--- config.mk ---
export PLATFORM = sky130hd
export DESIGN_NAME = nonzero_pixel_bounding_box
export DESIGN_NICKNAME = d
export VERILOG_FILES = /design/src/design/nzbb_pkg.sv /design/src/design/nzbb_cfg.sv /design/src/design/nzbb_track.sv /design/src/design/nonzero_pixel_bounding_box.sv
export SDC_FILE = /design/constraint.sdc
export NUM_CORES = 1
export LEC_CHECK = 0
export BUFFER_PORTS_ARGS = -buffer_cell sky130_fd_sc_hd__buf_2
export CAP_MARGIN = 10
export CORE_UTILIZATION = 50
export CTS_BUF_LIST = sky130_fd_sc_hd__clkbuf_2
export DETAILED_ROUTE_END_ITERATION = 10
export GPL_ROUTABILITY_DRIVEN = 0
export PLACE_DENSITY = 0.78
export SYNTH_ARGS = -nofsm -noshare
export SYNTH_HDL_FRONTEND = slang
export SYNTH_SLANG_ARGS = --single-unit
--- constraint.sdc ---
create_clock -name i_clk -period 6.6 [get_ports i_clk]
set_input_delay 0.33 -clock i_clk [delete_from_list [all_inputs] [get_ports i_clk]]
set_output_delay 0.33 -clock i_clk [all_outputs]
set_load 0.01 [all_outputs]
--- src/design/nzbb_pkg.sv ---
// ----------------------------------------------------------------------------
// nzbb_pkg
// Shared types, register indexes and pixel format codes for the bounding
// box block.
// ----------------------------------------------------------------------------
package nzbb_pkg;

    localparam int BAND_W      = 8;
    localparam int BOX_W       = 10;
    localparam int CFG_W       = 11;
    localparam int IDX_W       = 2;
    localparam int FMT_W       = 2;
    localparam int DEF_MAX_DIM = 1024;

    // configuration register indexes
    localparam logic [IDX_W-1:0] REG_FORMAT = 2'd0;
    localparam logic [IDX_W-1:0] REG_WIDTH  = 2'd1;
    localparam logic [IDX_W-1:0] REG_HEIGHT = 2'd2;

    // pixel formats
    localparam logic [FMT_W-1:0] FMT_L8   = 2'd0;
    localparam logic [FMT_W-1:0] FMT_RGB  = 2'd1;
    localparam logic [FMT_W-1:0] FMT_RGBA = 2'd2;

    typedef struct packed {
        logic             found;
        logic [BOX_W-1:0] left;
        logic [BOX_W-1:0] top;
        logic [BOX_W-1:0] right;
        logic [BOX_W-1:0] bottom;
    } t_box;

    // a pixel is ink when any band in use is non-zero; unused format code is rgb
    function automatic logic pixel_ink(
        input logic [FMT_W-1:0]  fmt,
        input logic [BAND_W-1:0] b0,
        input logic [BAND_W-1:0] b1,
        input logic [BAND_W-1:0] b2,
        input logic [BAND_W-1:0] b3
    );
        logic ink;
        case (fmt)
            FMT_L8:   ink = |b0;
            FMT_RGBA: ink = |{b0, b1, b2, b3};
            default:  ink = |{b0, b1, b2};
        endcase
        return ink;
    endfunction

endpackage

--- src/design/nzbb_cfg.sv ---
// ----------------------------------------------------------------------------
// nzbb_cfg
// Configuration registers: pixel format and frame size, with the size
// clamped to 1..MAX_DIM as it is written.
// ----------------------------------------------------------------------------
module nzbb_cfg
    import nzbb_pkg::*;
#(
    parameter int MAX_DIM = DEF_MAX_DIM,
    localparam int WW     = $clog2(MAX_DIM + 1)
) (
    input  logic             i_clk,
    input  logic             i_rst_n,
    input  logic             i_cfg_valid,
    input  logic [IDX_W-1:0] i_cfg_index,
    input  logic [CFG_W-1:0] i_cfg_data,
    output logic             o_cfg_ready,
    output logic [FMT_W-1:0] o_format,
    output logic [WW-1:0]    o_width,
    output logic [WW-1:0]    o_height
);

    localparam int CMPW = (WW > CFG_W) ? WW : CFG_W;

    logic [FMT_W-1:0] r_format;
    logic [WW-1:0]    r_width;
    logic [WW-1:0]    r_height;
    logic [FMT_W-1:0] n_format;
    logic [WW-1:0]    n_width;
    logic [WW-1:0]    n_height;
    logic [WW-1:0]    clamped;

    function automatic logic [WW-1:0] clamp_dim(input logic [CFG_W-1:0] v);
        logic [WW-1:0] d;
        if (v == '0) begin
            d = WW'(1);
        end else if (CMPW'(v) > CMPW'(MAX_DIM)) begin
            d = WW'(MAX_DIM);
        end else begin
            d = WW'(v);
        end
        return d;
    endfunction

    assign clamped = clamp_dim(i_cfg_data);

    always_comb begin
        n_format = r_format;
        n_width  = r_width;
        n_height = r_height;
        if (i_cfg_valid) begin
            unique case (i_cfg_index)
                REG_FORMAT: n_format = i_cfg_data[FMT_W-1:0];
                REG_WIDTH:  n_width  = clamped;
                REG_HEIGHT: n_height = clamped;
                default:    ; // write beyond the register list is dropped
            endcase
        end
    end

    always_ff @(posedge i_clk) begin
        if (!i_rst_n) begin
            r_format <= FMT_RGBA;
            r_width  <= WW'(1);
            r_height <= WW'(1);
        end else begin
            r_format <= n_format;
            r_width  <= n_width;
            r_height <= n_height;
        end
    end

    assign o_cfg_ready = 1'b1;
    assign o_format    = r_format;
    assign o_width     = r_width;
    assign o_height    = r_height;

endmodule

--- src/design/nzbb_track.sv ---
// ----------------------------------------------------------------------------
// nzbb_track
// Raster position counters and running min/max of the ink pixel positions.
// Flags the last pixel of the frame and presents the box including it.
// ----------------------------------------------------------------------------
module nzbb_track
    import nzbb_pkg::*;
#(
    parameter int MAX_DIM = DEF_MAX_DIM,
    localparam int WW     = $clog2(MAX_DIM + 1)
) (
    input  logic          i_clk,
    input  logic          i_rst_n,
    input  logic          i_process,
    input  logic          i_ink,
    input  logic [WW-1:0] i_width,
    input  logic [WW-1:0] i_height,
    output logic          o_frame_end,
    output t_box          o_box
);

    localparam int CW = $clog2(MAX_DIM);
    localparam int PW = WW + 1;

    logic [CW-1:0] r_column, n_column;
    logic [CW-1:0] r_row,    n_row;
    logic          r_seen,   n_seen;
    logic [CW-1:0] r_min_col, n_min_col;
    logic [CW-1:0] r_min_row, n_min_row;
    logic [CW-1:0] r_max_col, n_max_col;
    logic [CW-1:0] r_max_row, n_max_row;
    logic          last_col;
    logic          last_row;

    // "at or beyond" so a shrunk frame size wraps at the next pixel
    assign last_col    = (PW'(r_column) + PW'(1)) >= PW'(i_width);
    assign last_row    = (PW'(r_row) + PW'(1)) >= PW'(i_height);
    assign o_frame_end = last_col && last_row;

    // box with the current pixel folded in
    always_comb begin
        n_seen    = r_seen;
        n_min_col = r_min_col;
        n_min_row = r_min_row;
        n_max_col = r_max_col;
        n_max_row = r_max_row;
        if (i_ink) begin
            n_seen = 1'b1;
            if (!r_seen) begin
                n_min_col = r_column;
                n_max_col = r_column;
                n_min_row = r_row;
                n_max_row = r_row;
            end else begin
                if (r_column < r_min_col) n_min_col = r_column;
                if (r_column > r_max_col) n_max_col = r_column;
                if (r_row < r_min_row)    n_min_row = r_row;
                if (r_row > r_max_row)    n_max_row = r_row;
            end
        end
    end

    always_comb begin
        n_column = r_column + CW'(1);
        n_row    = r_row;
        if (last_col) begin
            n_column = '0;
            n_row    = r_row + CW'(1);
        end
    end

    always_comb begin
        o_box.found  = n_seen;
        o_box.left   = n_seen ? BOX_W'(n_min_col) : '0;
        o_box.top    = n_seen ? BOX_W'(n_min_row) : '0;
        o_box.right  = n_seen ? BOX_W'(n_max_col) : '0;
        o_box.bottom = n_seen ? BOX_W'(n_max_row) : '0;
    end

    always_ff @(posedge i_clk) begin
        if (!i_rst_n) begin
            r_column  <= '0;
            r_row     <= '0;
            r_seen    <= 1'b0;
            r_min_col <= '0;
            r_min_row <= '0;
            r_max_col <= '0;
            r_max_row <= '0;
        end else if (i_process) begin
            if (o_frame_end) begin
                r_column  <= '0;
                r_row     <= '0;
                r_seen    <= 1'b0;
                r_min_col <= '0;
                r_min_row <= '0;
                r_max_col <= '0;
                r_max_row <= '0;
            end else begin
                r_column  <= n_column;
                r_row     <= n_row;
                r_seen    <= n_seen;
                r_min_col <= n_min_col;
                r_min_row <= n_min_row;
                r_max_col <= n_max_col;
                r_max_row <= n_max_row;
            end
        end
    end

endmodule

--- src/design/nonzero_pixel_bounding_box.sv ---
// ----------------------------------------------------------------------------
// nonzero_pixel_bounding_box
// Bounding box of the non-empty pixels of a raster-order frame.
// ----------------------------------------------------------------------------
// Pixels come in on the input channel (i_in_valid / o_in_stall), one pixel
// per request, in raster order. Frame size and pixel format are set through
// the configuration channel (i_cfg_valid / o_cfg_ready, always ready); a size
// of zero counts as one and a size above MAX_DIM as MAX_DIM.
// After the last pixel of a frame one result leaves on the output channel
// (o_out_valid / i_out_stall): a found flag and the inclusive box, all zero
// when the frame held no ink. The frame state then clears for the next frame.
// A pixel is registered on acceptance and folded into the box from that
// register; the box of a frame-ending pixel is registered for output.
// Throughput is one pixel per cycle, set by the single compare-and-select
// stage of the tracker, except where a result held in the output register
// under stall stops the pixel that ends the next frame, and the input with it.
// Reset (synchronous, active low) empties the pipeline, clears the frame
// state and sets RGBA8888 with a 1 x 1 frame.
// ----------------------------------------------------------------------------
module nonzero_pixel_bounding_box
    import nzbb_pkg::*;
#(
    parameter int MAX_DIM = DEF_MAX_DIM
) (
    input  logic              i_clk,
    input  logic              i_rst_n,
    input  logic              i_in_valid,
    output logic              o_in_stall,
    input  logic [BAND_W-1:0] i_band_zero,
    input  logic [BAND_W-1:0] i_band_one,
    input  logic [BAND_W-1:0] i_band_two,
    input  logic [BAND_W-1:0] i_band_three,
    input  logic              i_cfg_valid,
    output logic              o_cfg_ready,
    input  logic [IDX_W-1:0]  i_cfg_index,
    input  logic [CFG_W-1:0]  i_cfg_data,
    output logic              o_out_valid,
    input  logic              i_out_stall,
    output logic              o_found,
    output logic [BOX_W-1:0]  o_box_left,
    output logic [BOX_W-1:0]  o_box_top,
    output logic [BOX_W-1:0]  o_box_right,
    output logic [BOX_W-1:0]  o_box_bottom
);

    localparam int WW = $clog2(MAX_DIM + 1);

    logic [FMT_W-1:0]  cfg_format;
    logic [WW-1:0]     cfg_width;
    logic [WW-1:0]     cfg_height;

    logic              r_pix_valid;
    logic [BAND_W-1:0] r_b0, r_b1, r_b2, r_b3;
    logic              r_out_valid;
    t_box              r_out_box;

    logic              in_accept;
    logic              out_free;
    logic              process;
    logic              frame_end;
    logic              ink;
    t_box              box;

    nzbb_cfg #(
        .MAX_DIM (MAX_DIM)
    ) u_cfg (
        .i_clk       (i_clk),
        .i_rst_n     (i_rst_n),
        .i_cfg_valid (i_cfg_valid),
        .i_cfg_index (i_cfg_index),
        .i_cfg_data  (i_cfg_data),
        .o_cfg_ready (o_cfg_ready),
        .o_format    (cfg_format),
        .o_width     (cfg_width),
        .o_height    (cfg_height)
    );

    assign ink = pixel_ink(cfg_format, r_b0, r_b1, r_b2, r_b3);

    nzbb_track #(
        .MAX_DIM (MAX_DIM)
    ) u_track (
        .i_clk       (i_clk),
        .i_rst_n     (i_rst_n),
        .i_process   (process),
        .i_ink       (ink),
        .i_width     (cfg_width),
        .i_height    (cfg_height),
        .o_frame_end (frame_end),
        .o_box       (box)
    );

    // only a frame-ending pixel needs room in the output register
    assign out_free   = !r_out_valid || !i_out_stall;
    assign process    = r_pix_valid && (!frame_end || out_free);
    assign o_in_stall = r_pix_valid && !process;
    assign in_accept  = i_in_valid && !o_in_stall;

    always_ff @(posedge i_clk) begin
        if (!i_rst_n) begin
            r_pix_valid <= 1'b0;
        end else if (!o_in_stall) begin
            r_pix_valid <= i_in_valid;
        end
    end

    always_ff @(posedge i_clk) begin
        if (in_accept) begin
            r_b0 <= i_band_zero;
            r_b1 <= i_band_one;
            r_b2 <= i_band_two;
            r_b3 <= i_band_three;
        end
    end

    always_ff @(posedge i_clk) begin
        if (!i_rst_n) begin
            r_out_valid <= 1'b0;
        end else if (process && frame_end) begin
            r_out_valid <= 1'b1;
        end else if (!i_out_stall) begin
            r_out_valid <= 1'b0;
        end
    end

    always_ff @(posedge i_clk) begin
        if (process && frame_end) begin
            r_out_box <= box;
        end
    end

    assign o_out_valid  = r_out_valid;
    assign o_found      = r_out_box.found;
    assign o_box_left   = r_out_box.left;
    assign o_box_top    = r_out_box.top;
    assign o_box_right  = r_out_box.right;
    assign o_box_bottom = r_out_box.bottom;

endmodule

-- Word level (Yosys, flattened, before mapping)
Cells that the tools add are included.
- bits in registers: 160
- bits of input ports: 50
- output and inout bits: 44
- word-level logic and storage cells: 86
- add/sub/neg operators: 4
- order comparisons: 7
- equality and inequality tests: 4
- mux-type cells: 27
- reduce and logical (&&, ||, !) cells: 23
- operator list (operator ; number):
    two-way mux 10 bit ; 20
    OR reduction 32 bit ; 1
    >= comparator 12 x 11 -> 1 bit ; 2
    OR reduction 24 bit ; 1
    adder 10 x 1 -> 11 bit (second input constant) ; 2
    two-way mux 11 bit ; 2
    adder 10 x 1 -> 10 bit (second input constant) ; 2
    > comparator 10 bit ; 2
    < comparator 10 bit ; 2
    > comparator 11 bit (second input constant) ; 1
    logical NOT 11 bit ; 1
    AND reduction 2 bit ; 4
    OR reduction 8 bit ; 1
    logical AND 1 bit ; 5
    logical NOT 1 bit ; 5
    equality test 2 bit (second input constant) ; 2
    logical NOT 2 bit ; 2
    two-way mux 1 bit ; 4
    equality test 2 x 1 -> 1 bit (second input constant) ; 1
    logical OR 1 bit ; 2
    != test 2 x 1 -> 1 bit (second input constant) ; 1
    case mux 1 bit (2 select lines) ; 1
    nonzero test 2 bit ; 1

-- Longest topological paths before layout
- depth in word-level cells: 10
- depth in mapped cells: 16
- gate-level depth less buffers: 13

-- Hierarchy
Synthesis repeated with hierarchy kept, for this count alone.
- cells, all modules: 788
- area, all modules: 8140.3 µm²
- by module, submodules not included (module ; times used ; cells an instance ; area each (µm²) ; sequential area each (µm²)):
    nzbb_track ; 1 ; 571 ; 4748.3 ; 1221.2
    nonzero_pixel_bounding_box ; 1 ; 97 ; 2384.8 ; 2232.1
    nzbb_cfg ; 1 ; 120 ; 1007.2 ; 480.5

-- Worst setup path before layout
No wires, ideal clock.
- path type: flip-flop to flip-flop
- start point: register u_track.r_row[0]
- end point: register r_out_box, in the netlist o_box_bottom[0] (enable)
- library setup time: 0.441 ns
- arrival time: 4.646 ns
- data required time: 6.159 ns
- slack: 1.513 ns
- cell stages (with the launch flop): 14
- buffers on the path: 1
- period minus slack after synthesis: 5.087 ns
- cells stage by stage: dfxtp_1 ha_1 and3_1 and3_1 and3_1 and3_1 ha_1 and2_4 a221o_1 a31oi_2 o41a_2 o211ai_2 buf_2 nor2_1
- cells in the longest elaborated chain, start to end: 7
- ends and longest elaborated chain (element ; line ; RTL):
    start: declaration ; nzbb_track.sv:26 ; logic [CW-1:0] r_row, n_row;
    start signal: assignment ; nzbb_track.sv:100 ; r_row <= n_row;
    adder 10 x 1 -> 11 bit (*) ; nzbb_track.sv:37 ; assign last_row = (PW'(r_row) + PW'(1)) >= PW'(i_height);
    >= comparator 12 x 11 -> 1 bit (*) ; nzbb_track.sv:37 ;
    logical AND 1 bit (*) ; nzbb_track.sv:38 ; assign o_frame_end = last_col && last_row;
    logical NOT 1 bit ; nonzero_pixel_bounding_box.sv:95 ; assign process = r_pix_valid && (!frame_end || out_free);
    logical OR 1 bit ; nonzero_pixel_bounding_box.sv:95 ;
    logical AND 1 bit ; nonzero_pixel_bounding_box.sv:95 ;
    logical AND 1 bit (*) ; nonzero_pixel_bounding_box.sv:127 ; if (process && frame_end) begin
    end signal: assignment ; nonzero_pixel_bounding_box.sv:128 ; r_out_box <= box;
    end: declaration ; nonzero_pixel_bounding_box.sv:55 ; t_box r_out_box;
Every way passes the cells marked *; elsewhere a longest branch is shown, timed or not.
A chain may end at the register's enable or synchronous reset.

-- Worst setup path in the final report
- start point: register u_track.r_row[0]
- end point: output o_in_stall
- cells in the longest elaborated chain, start to end: 8
- ends and longest elaborated chain (element ; line ; RTL):
    adder 10 x 1 -> 11 bit ; nzbb_track.sv:37 ;
    >= comparator 12 x 11 -> 1 bit ; nzbb_track.sv:37 ;
    logical AND 1 bit ; nzbb_track.sv:38 ;
    logical NOT 1 bit ; nonzero_pixel_bounding_box.sv:95 ;
    logical OR 1 bit ; nonzero_pixel_bounding_box.sv:95 ;
    logical AND 1 bit ; nonzero_pixel_bounding_box.sv:95 ;
    logical NOT 1 bit ; nonzero_pixel_bounding_box.sv:96 ; assign o_in_stall = r_pix_valid && !process;
    logical AND 1 bit ; nonzero_pixel_bounding_box.sv:96 ;
    end: declaration ; nonzero_pixel_bounding_box.sv:28 ; output logic o_in_stall,
Every way passes these cells.

==> flow_summary.html <==
<table>
<tr><th>Metric</th><th>Value</th></tr>
<tr><th colspan="2">STA</th></tr>
<tr><td>Fin Clk Skew</td><td>0.0449 ns</td></tr>
<tr><td>Summed negative setup slack over all endpoints</td><td>0 ns</td></tr>
<tr><td>Tmin final</td><td>5.05 ns</td></tr>
<tr><td>Final hold slack</td><td>0.124 ns</td></tr>
<tr><td>Max Clk Rate</td><td>0.198 GHz</td></tr>
<tr><td>Final Max Slew Viols</td><td>0</td></tr>
<tr><td>Endpoints failing setup</td><td>0</td></tr>
<tr><td>Count of endpoints failing hold in the final timing report</td><td>0</td></tr>
<tr><td>Unrepaired setup endpoints after global routing</td><td>false</td></tr>
<tr><td>Part of the cycle the worst path needs</td><td>0.765</td></tr>
<tr><td>Worst slew margin relative to its limit</td><td>0.205</td></tr>
<tr><td>Least-Margin Pin Slew</td><td>1.18 ns</td></tr>
<tr><th colspan="2">Place</th></tr>
<tr><td>Total cell area at the placement stage</td><td>0.00875 sq mm</td></tr>
<tr><td>Cell total after placement</td><td>1102</td></tr>
<tr><td>Detailed placement HPWL</td><td>11400 um</td></tr>
<tr><td>Number of port buffers</td><td>92</td></tr>
<tr><th colspan="2">Floorplan</th></tr>
<tr><td>Die ar.</td><td>0.0168 sq mm</td></tr>
<tr><td>IO Count</td><td>94</td></tr>
<tr><td>Die Height</td><td>130 um</td></tr>
<tr><td>Initial core utilization</td><td>0.512</td></tr>
<tr><td>Std cell rows</td><td>46</td></tr>
<tr><td>Area of the core</td><td>0.0159 sq mm</td></tr>
<tr><td>Floorplan die width</td><td>130 um</td></tr>
<tr><th colspan="2">Setup path</th></tr>
<tr><td>Highest cell delay on the worst timing path</td><td>1.02 ns</td></tr>
<tr><td>Library cell contributing the largest single delay on the critical path</td><td>sky130_fd_sc_hd__o41ai_2</td></tr>
<tr><td>Data arrival time of the critical path</td><td>4.72 ns</td></tr>
<tr><td>Largest delay share family, worst path</td><td>simple AND/OR/NAND/NOR gates</td></tr>
<tr><td>Most Frequent Cell on Critical Path</td><td>sky130_fd_sc_hd__and3_1</td></tr>
<tr><td>Maximum fanout along the worst path</td><td>12</td></tr>
<tr><td>Endpoint type of the worst setup path</td><td>output port</td></tr>
<tr><td>Sum of buffers and inverters on the critical path</td><td>1</td></tr>
<tr><td>Worst reg2reg setup slack</td><td>2.03 ns</td></tr>
<tr><td>Worst setup SP type</td><td>flop</td></tr>
<tr><td>WS Path Type</td><td>reg -&gt; out</td></tr>
<tr><td>CP Cell Sequence</td><td>ha_1 -&gt; and3_1 -&gt; and3_1 -&gt; and3_1 -&gt; and3_1 -&gt; ha_1 -&gt; and2_4 -&gt; nand2_1 -&gt; o41ai_2 -&gt; and2_4 -&gt; and3_1 -&gt; buf_2</td></tr>
<tr><td>Required time at the worst-slack endpoint</td><td>6.27 ns</td></tr>
<tr><th colspan="2">Synthesis</th></tr>
<tr><td>Main combinational cell family by area after synthesis</td><td>simple AND/OR/NAND/NOR gates</td></tr>
<tr><td>Simple-Gate Fraction of Synth Area</td><td>0.168</td></tr>
<tr><td>Average cell area after synthesis</td><td>9.78 sq um</td></tr>
<tr><td>Multiplexer area fraction after synthesis</td><td>0.0554</td></tr>
<tr><td>Arithmetic-cell share of the synthesized area counting full adders, half adders and majority gates</td><td>0.0954</td></tr>
<tr><td>Total nets after synthesis</td><td>944</td></tr>
<tr><td>Number of distinct library cells after synthesis</td><td>54</td></tr>
<tr><td>Main flop type after synthesis</td><td>sky130_fd_sc_hd__dfxtp_1</td></tr>
<tr><td>Sequential share of the synthesized area</td><td>0.484</td></tr>
<tr><td>Number of register bits inferred by synthesis</td><td>160</td></tr>
<tr><td>Syn Inst Count</td><td>832</td></tr>
<tr><td>Mapped cell area</td><td>0.00813 sq mm</td></tr>
<tr><td>Post-synthesis compound-gate area fraction</td><td>0.126</td></tr>
<tr><td>Xor/xnor cell area share of the yosys netlist</td><td>0.0194</td></tr>
<tr><td>Proportion of synthesized flip-flops having asynchronous set or reset</td><td>0</td></tr>
<tr><td>Number of flops mapped to enable cells by yosys</td><td>73</td></tr>
<tr><td>Number of warning messages in the yosys log</td><td>0</td></tr>
<tr><th colspan="2">CTS</th></tr>
<tr><td>Number of buffers on the longest clock path</td><td>2</td></tr>
<tr><td>Total clock buffers created by CTS</td><td>17</td></tr>
<tr><td>Post-cts repair resize count</td><td>0</td></tr>
<tr><td>Clock latency on the worst-skew pair</td><td>0.78 ns</td></tr>
<tr><td>Count of clock tree sinks</td><td>160</td></tr>
<tr><td>CTS clk-pin slew, worst paths</td><td>0.26 ns</td></tr>
<tr><td>TritonCTS clock tree</td><td>yes</td></tr>
<tr><td>Depth of the CTS H-tree</td><td>4</td></tr>
<tr><td>Root buf cell</td><td>sky130_fd_sc_hd__clkbuf_2</td></tr>
<tr><th colspan="2">Finish</th></tr>
<tr><td>Non-filler instance count after layout</td><td>1182</td></tr>
<tr><td>Layout net count</td><td>1064</td></tr>
<tr><td>P&amp;R area growth vs syn</td><td>16.2%</td></tr>
<tr><td>Post-route cell area</td><td>0.00946 sq mm</td></tr>
<tr><td>Number of fill cells</td><td>1345</td></tr>
<tr><td>Share of layout cells above drive strength 1</td><td>0.158</td></tr>
<tr><td>Final core utilization</td><td>0.595</td></tr>
<tr><th colspan="2">Pwr</th></tr>
<tr><td>Power density over the cells</td><td>195 mW/mm^2</td></tr>
<tr><td>Leakage Power</td><td>3.76 nW</td></tr>
<tr><td>Peak ir drop on the vdd network</td><td>0.183 mV</td></tr>
<tr><th colspan="2">Routing</th></tr>
<tr><td>Post-DRT Antenna Nets</td><td>0</td></tr>
<tr><td>Starting DRT DRC Count</td><td>501</td></tr>
<tr><td>Mean number of vias per cell</td><td>5.35</td></tr>
<tr><td>TritonRoute pass-1 iters</td><td>5</td></tr>
<tr><td>Drt wl/cell</td><td>14.9 um</td></tr>
<tr><td>Drt drc</td><td>0</td></tr>
<tr><td>Via count</td><td>6326</td></tr>
<tr><td>Detailed Route WL</td><td>17600 um</td></tr>
<tr><th colspan="2">Global route</th></tr>
<tr><td>Antenna violations before repair</td><td>1</td></tr>
<tr><td>Total global routing track utilization</td><td>0.226</td></tr>
<tr><td>Global route overflow</td><td>0</td></tr>
<tr><td>Wire length of the first global-routing pass</td><td>29300 um</td></tr>
<tr><td>Via count of the first global-routing pass</td><td>6084</td></tr>
<tr><td>Pin count of the biggest net entering global routing</td><td>104</td></tr>
<tr><th colspan="2">Run</th></tr>
<tr><td>Number of maximum-capacitance violations</td><td>0</td></tr>
<tr><th colspan="2">Worst hold path</th></tr>
<tr><td>Worst min path class</td><td>in -&gt; reg</td></tr>
<tr><th colspan="2">Run status</th></tr>
<tr><td>Outcome</td><td>finished, final reports clean</td></tr>
</table>
==> placed cells by master, fill, tap and decap left out, types with 4 or more instances in the layout <==
cell | synthesis | final
sky130_fd_sc_hd__and3_1 | 10 | 10
sky130_fd_sc_hd__a21oi_1 | 24 | 24
sky130_fd_sc_hd__a21bo_2 | 4 | 4
sky130_fd_sc_hd__nand3b_1 | 8 | 8
sky130_fd_sc_hd__edfxtp_1 | 73 | 73
sky130_fd_sc_hd__mux2i_1 | 45 | 45
sky130_fd_sc_hd__nand3_1 | 19 | 19
sky130_fd_sc_hd__nor2_1 | 62 | 60
sky130_fd_sc_hd__nor2b_1 | 19 | 18
sky130_fd_sc_hd__nor3_1 | 10 | 8
sky130_fd_sc_hd__buf_4 | 1 | 6
sky130_fd_sc_hd__inv_6 | 0 | 4
sky130_fd_sc_hd__a21boi_0 | 30 | 30
sky130_fd_sc_hd__or3b_1 | 6 | 6
sky130_fd_sc_hd__dfxtp_1 | 87 | 87
sky130_fd_sc_hd__nand2_1 | 120 | 120
sky130_fd_sc_hd__buf_2 | 13 | 92
sky130_fd_sc_hd__dlygate4sd3_1 | 0 | 47
sky130_fd_sc_hd__a21o_1 | 5 | 5
sky130_fd_sc_hd__xor2_1 | 11 | 11
sky130_fd_sc_hd__xnor2_1 | 7 | 7
sky130_fd_sc_hd__nor3b_1 | 4 | 4
sky130_fd_sc_hd__nor4_1 | 10 | 10
sky130_fd_sc_hd__inv_1 | 61 | 61
sky130_fd_sc_hd__o21ai_0 | 18 | 18
sky130_fd_sc_hd__o211ai_1 | 4 | 4
sky130_fd_sc_hd__o22ai_1 | 40 | 40
sky130_fd_sc_hd__ha_1 | 62 | 62
sky130_fd_sc_hd__a211oi_1 | 4 | 4
sky130_fd_sc_hd__nand4_1 | 7 | 7
sky130_fd_sc_hd__clkbuf_2 | 0 | 17
==> flip-flops by register name, summed over array words and instances (netlist names), 2 cells and up <==
register	cells
o_box_left	10
u_cfg.o_format	2
o_box_top	10
r_b1	8
u_track.r_row	10
u_track.r_min_col	10
u_cfg.o_height	11
u_track.r_max_col	10
r_b0	8
o_box_right	10
u_track.r_column	10
o_box_bottom	10
u_track.r_min_row	10
r_b3	8
r_b2	8
u_cfg.o_width	11
u_track.r_max_row	10
==> cell usage after synthesis (2+ instances only) <==
cell | count | share of area
sky130_fd_sc_hd__nand2_1 | 120 | 0.055
sky130_fd_sc_hd__dfxtp_1 | 87 | 0.21
sky130_fd_sc_hd__edfxtp_1 | 73 | 0.27
sky130_fd_sc_hd__ha_1 | 62 | 0.095
sky130_fd_sc_hd__nor2_1 | 62 | 0.029
sky130_fd_sc_hd__inv_1 | 61 | 0.028
sky130_fd_sc_hd__mux2i_1 | 45 | 0.055
sky130_fd_sc_hd__o22ai_1 | 40 | 0.031
sky130_fd_sc_hd__a21boi_0 | 30 | 0.028
sky130_fd_sc_hd__clkbuf_1 | 29 | 0.013
sky130_fd_sc_hd__a21oi_1 | 24 | 0.015
sky130_fd_sc_hd__nand3_1 | 19 | 0.012
sky130_fd_sc_hd__nor2b_1 | 19 | 0.015
sky130_fd_sc_hd__o21ai_0 | 18 | 0.011
sky130_fd_sc_hd__buf_2 | 13 | 0.0080
sky130_fd_sc_hd__xor2_1 | 11 | 0.012
sky130_fd_sc_hd__and3_1 | 10 | 0.0077
sky130_fd_sc_hd__nor3_1 | 10 | 0.0062
sky130_fd_sc_hd__nor4_1 | 10 | 0.0077
sky130_fd_sc_hd__nand3b_1 | 8 | 0.0074
sky130_fd_sc_hd__nand4_1 | 7 | 0.0054
sky130_fd_sc_hd__xnor2_1 | 7 | 0.0075
sky130_fd_sc_hd__or3b_1 | 6 | 0.0065
sky130_fd_sc_hd__a21o_1 | 5 | 0.0046
sky130_fd_sc_hd__a211oi_1 | 4 | 0.0037
sky130_fd_sc_hd__a21bo_2 | 4 | 0.0049
sky130_fd_sc_hd__nor3b_1 | 4 | 0.0037
sky130_fd_sc_hd__o211ai_1 | 4 | 0.0037
sky130_fd_sc_hd__o21a_1 | 3 | 0.0028
sky130_fd_sc_hd__or3_1 | 3 | 0.0023
sky130_fd_sc_hd__a21boi_2 | 2 | 0.0028
sky130_fd_sc_hd__a311oi_1 | 2 | 0.0022
sky130_fd_sc_hd__a31oi_2 | 2 | 0.0031
sky130_fd_sc_hd__and2_4 | 2 | 0.0022
sky130_fd_sc_hd__and3b_1 | 2 | 0.0022
sky130_fd_sc_hd__and4_1 | 2 | 0.0022
sky130_fd_sc_hd__nand2_2 | 2 | 0.0015
sky130_fd_sc_hd__nand2b_1 | 2 | 0.0015
sky130_fd_sc_hd__o311ai_0 | 2 | 0.0022
sky130_fd_sc_hd__o31a_1 | 2 | 0.0022
==> cell type report <==
cell class | instances | area [sq um] | share of cell area
inverter | 62 | 233 | 0.0246
tap | 216 | 270 | 0.0286
clock inverter | 15 | 150 | 0.0159
multi-input combinational | 566 | 3800 | 0.402
sequential | 160 | 3930 | 0.416
timing repair buffer | 145 | 976 | 0.103
antenna | 1 | 2.50 | 0.000265
clock buffer | 17 | 85.1 | 0.00900
==> final timing paths <==
check	start	end	cells past startpoint
worst min-delay path	i_cfg_index[1]	u_cfg.o_height[6]	4
worst min register to register	u_cfg.o_width[1]	u_cfg.o_width[1]	2
worst max register to register	u_track.r_row[0]	o_box_bottom[7]	12
worst max-delay path	u_track.r_row[0]	o_in_stall	12
==> tightest hold or removal path: stages <==
cell and delay, ns:
sky130_fd_sc_hd__buf_2 0.12, sky130_fd_sc_hd__and3b_1 0.26, sky130_fd_sc_hd__nand2_1 0.10, sky130_fd_sc_hd__a21boi_0 0.07
==> metal layers <==
layer	up-vias	global-route usage	part of all wire
li1	3177	-	-
met1	2941	0.292	0.46
met2	185	0.373	0.47
met3	23	0.0495	0.048
met4	0	0.0821	0.020
met5	-	0	0
==> per-stage QoR <==
step	setup WS, ns	power [mW]
final	1.55	1.84
after global routing	1.28	1.91
after CTS	1.57	1.84
after detailed placement	2.09	1.30
after global placement	2.19	1.29
after floorplan	1.51	1.23
==> power by group <==
part / internal, mW / leakage, nW / switching, mW
Sequential: 1.07 / 1.40 / 0.0142
Combinational: 0.0876 / 2.22 / 0.128
Clock: 0.150 / 0.141 / 0.388
==> repair_timing <==
item,in CTS,in global routing
hold buffers,47,0
setup buffers,0,0
endpoints found under the hold margin,58,0
==> logic make-up (layout without fill, tap and decap cells) <==
| kind of cell | Yosys count | in the layout |
|---|---|---|
| AOI/OAI and AO/OA | 150 | 150 |
| xor gates and xnor gates | 18 | 18 |
| adders and majority gates | 62 | 62 |
| buffers and inverters | 106 | 239 |
| DFF | 160 | 160 |
| muxes | 45 | 45 |
| other | 1 | 2 |
| and+or+nand+nor | 290 | 290 |
No activity file was read; power rests on OpenSTA's default activity.
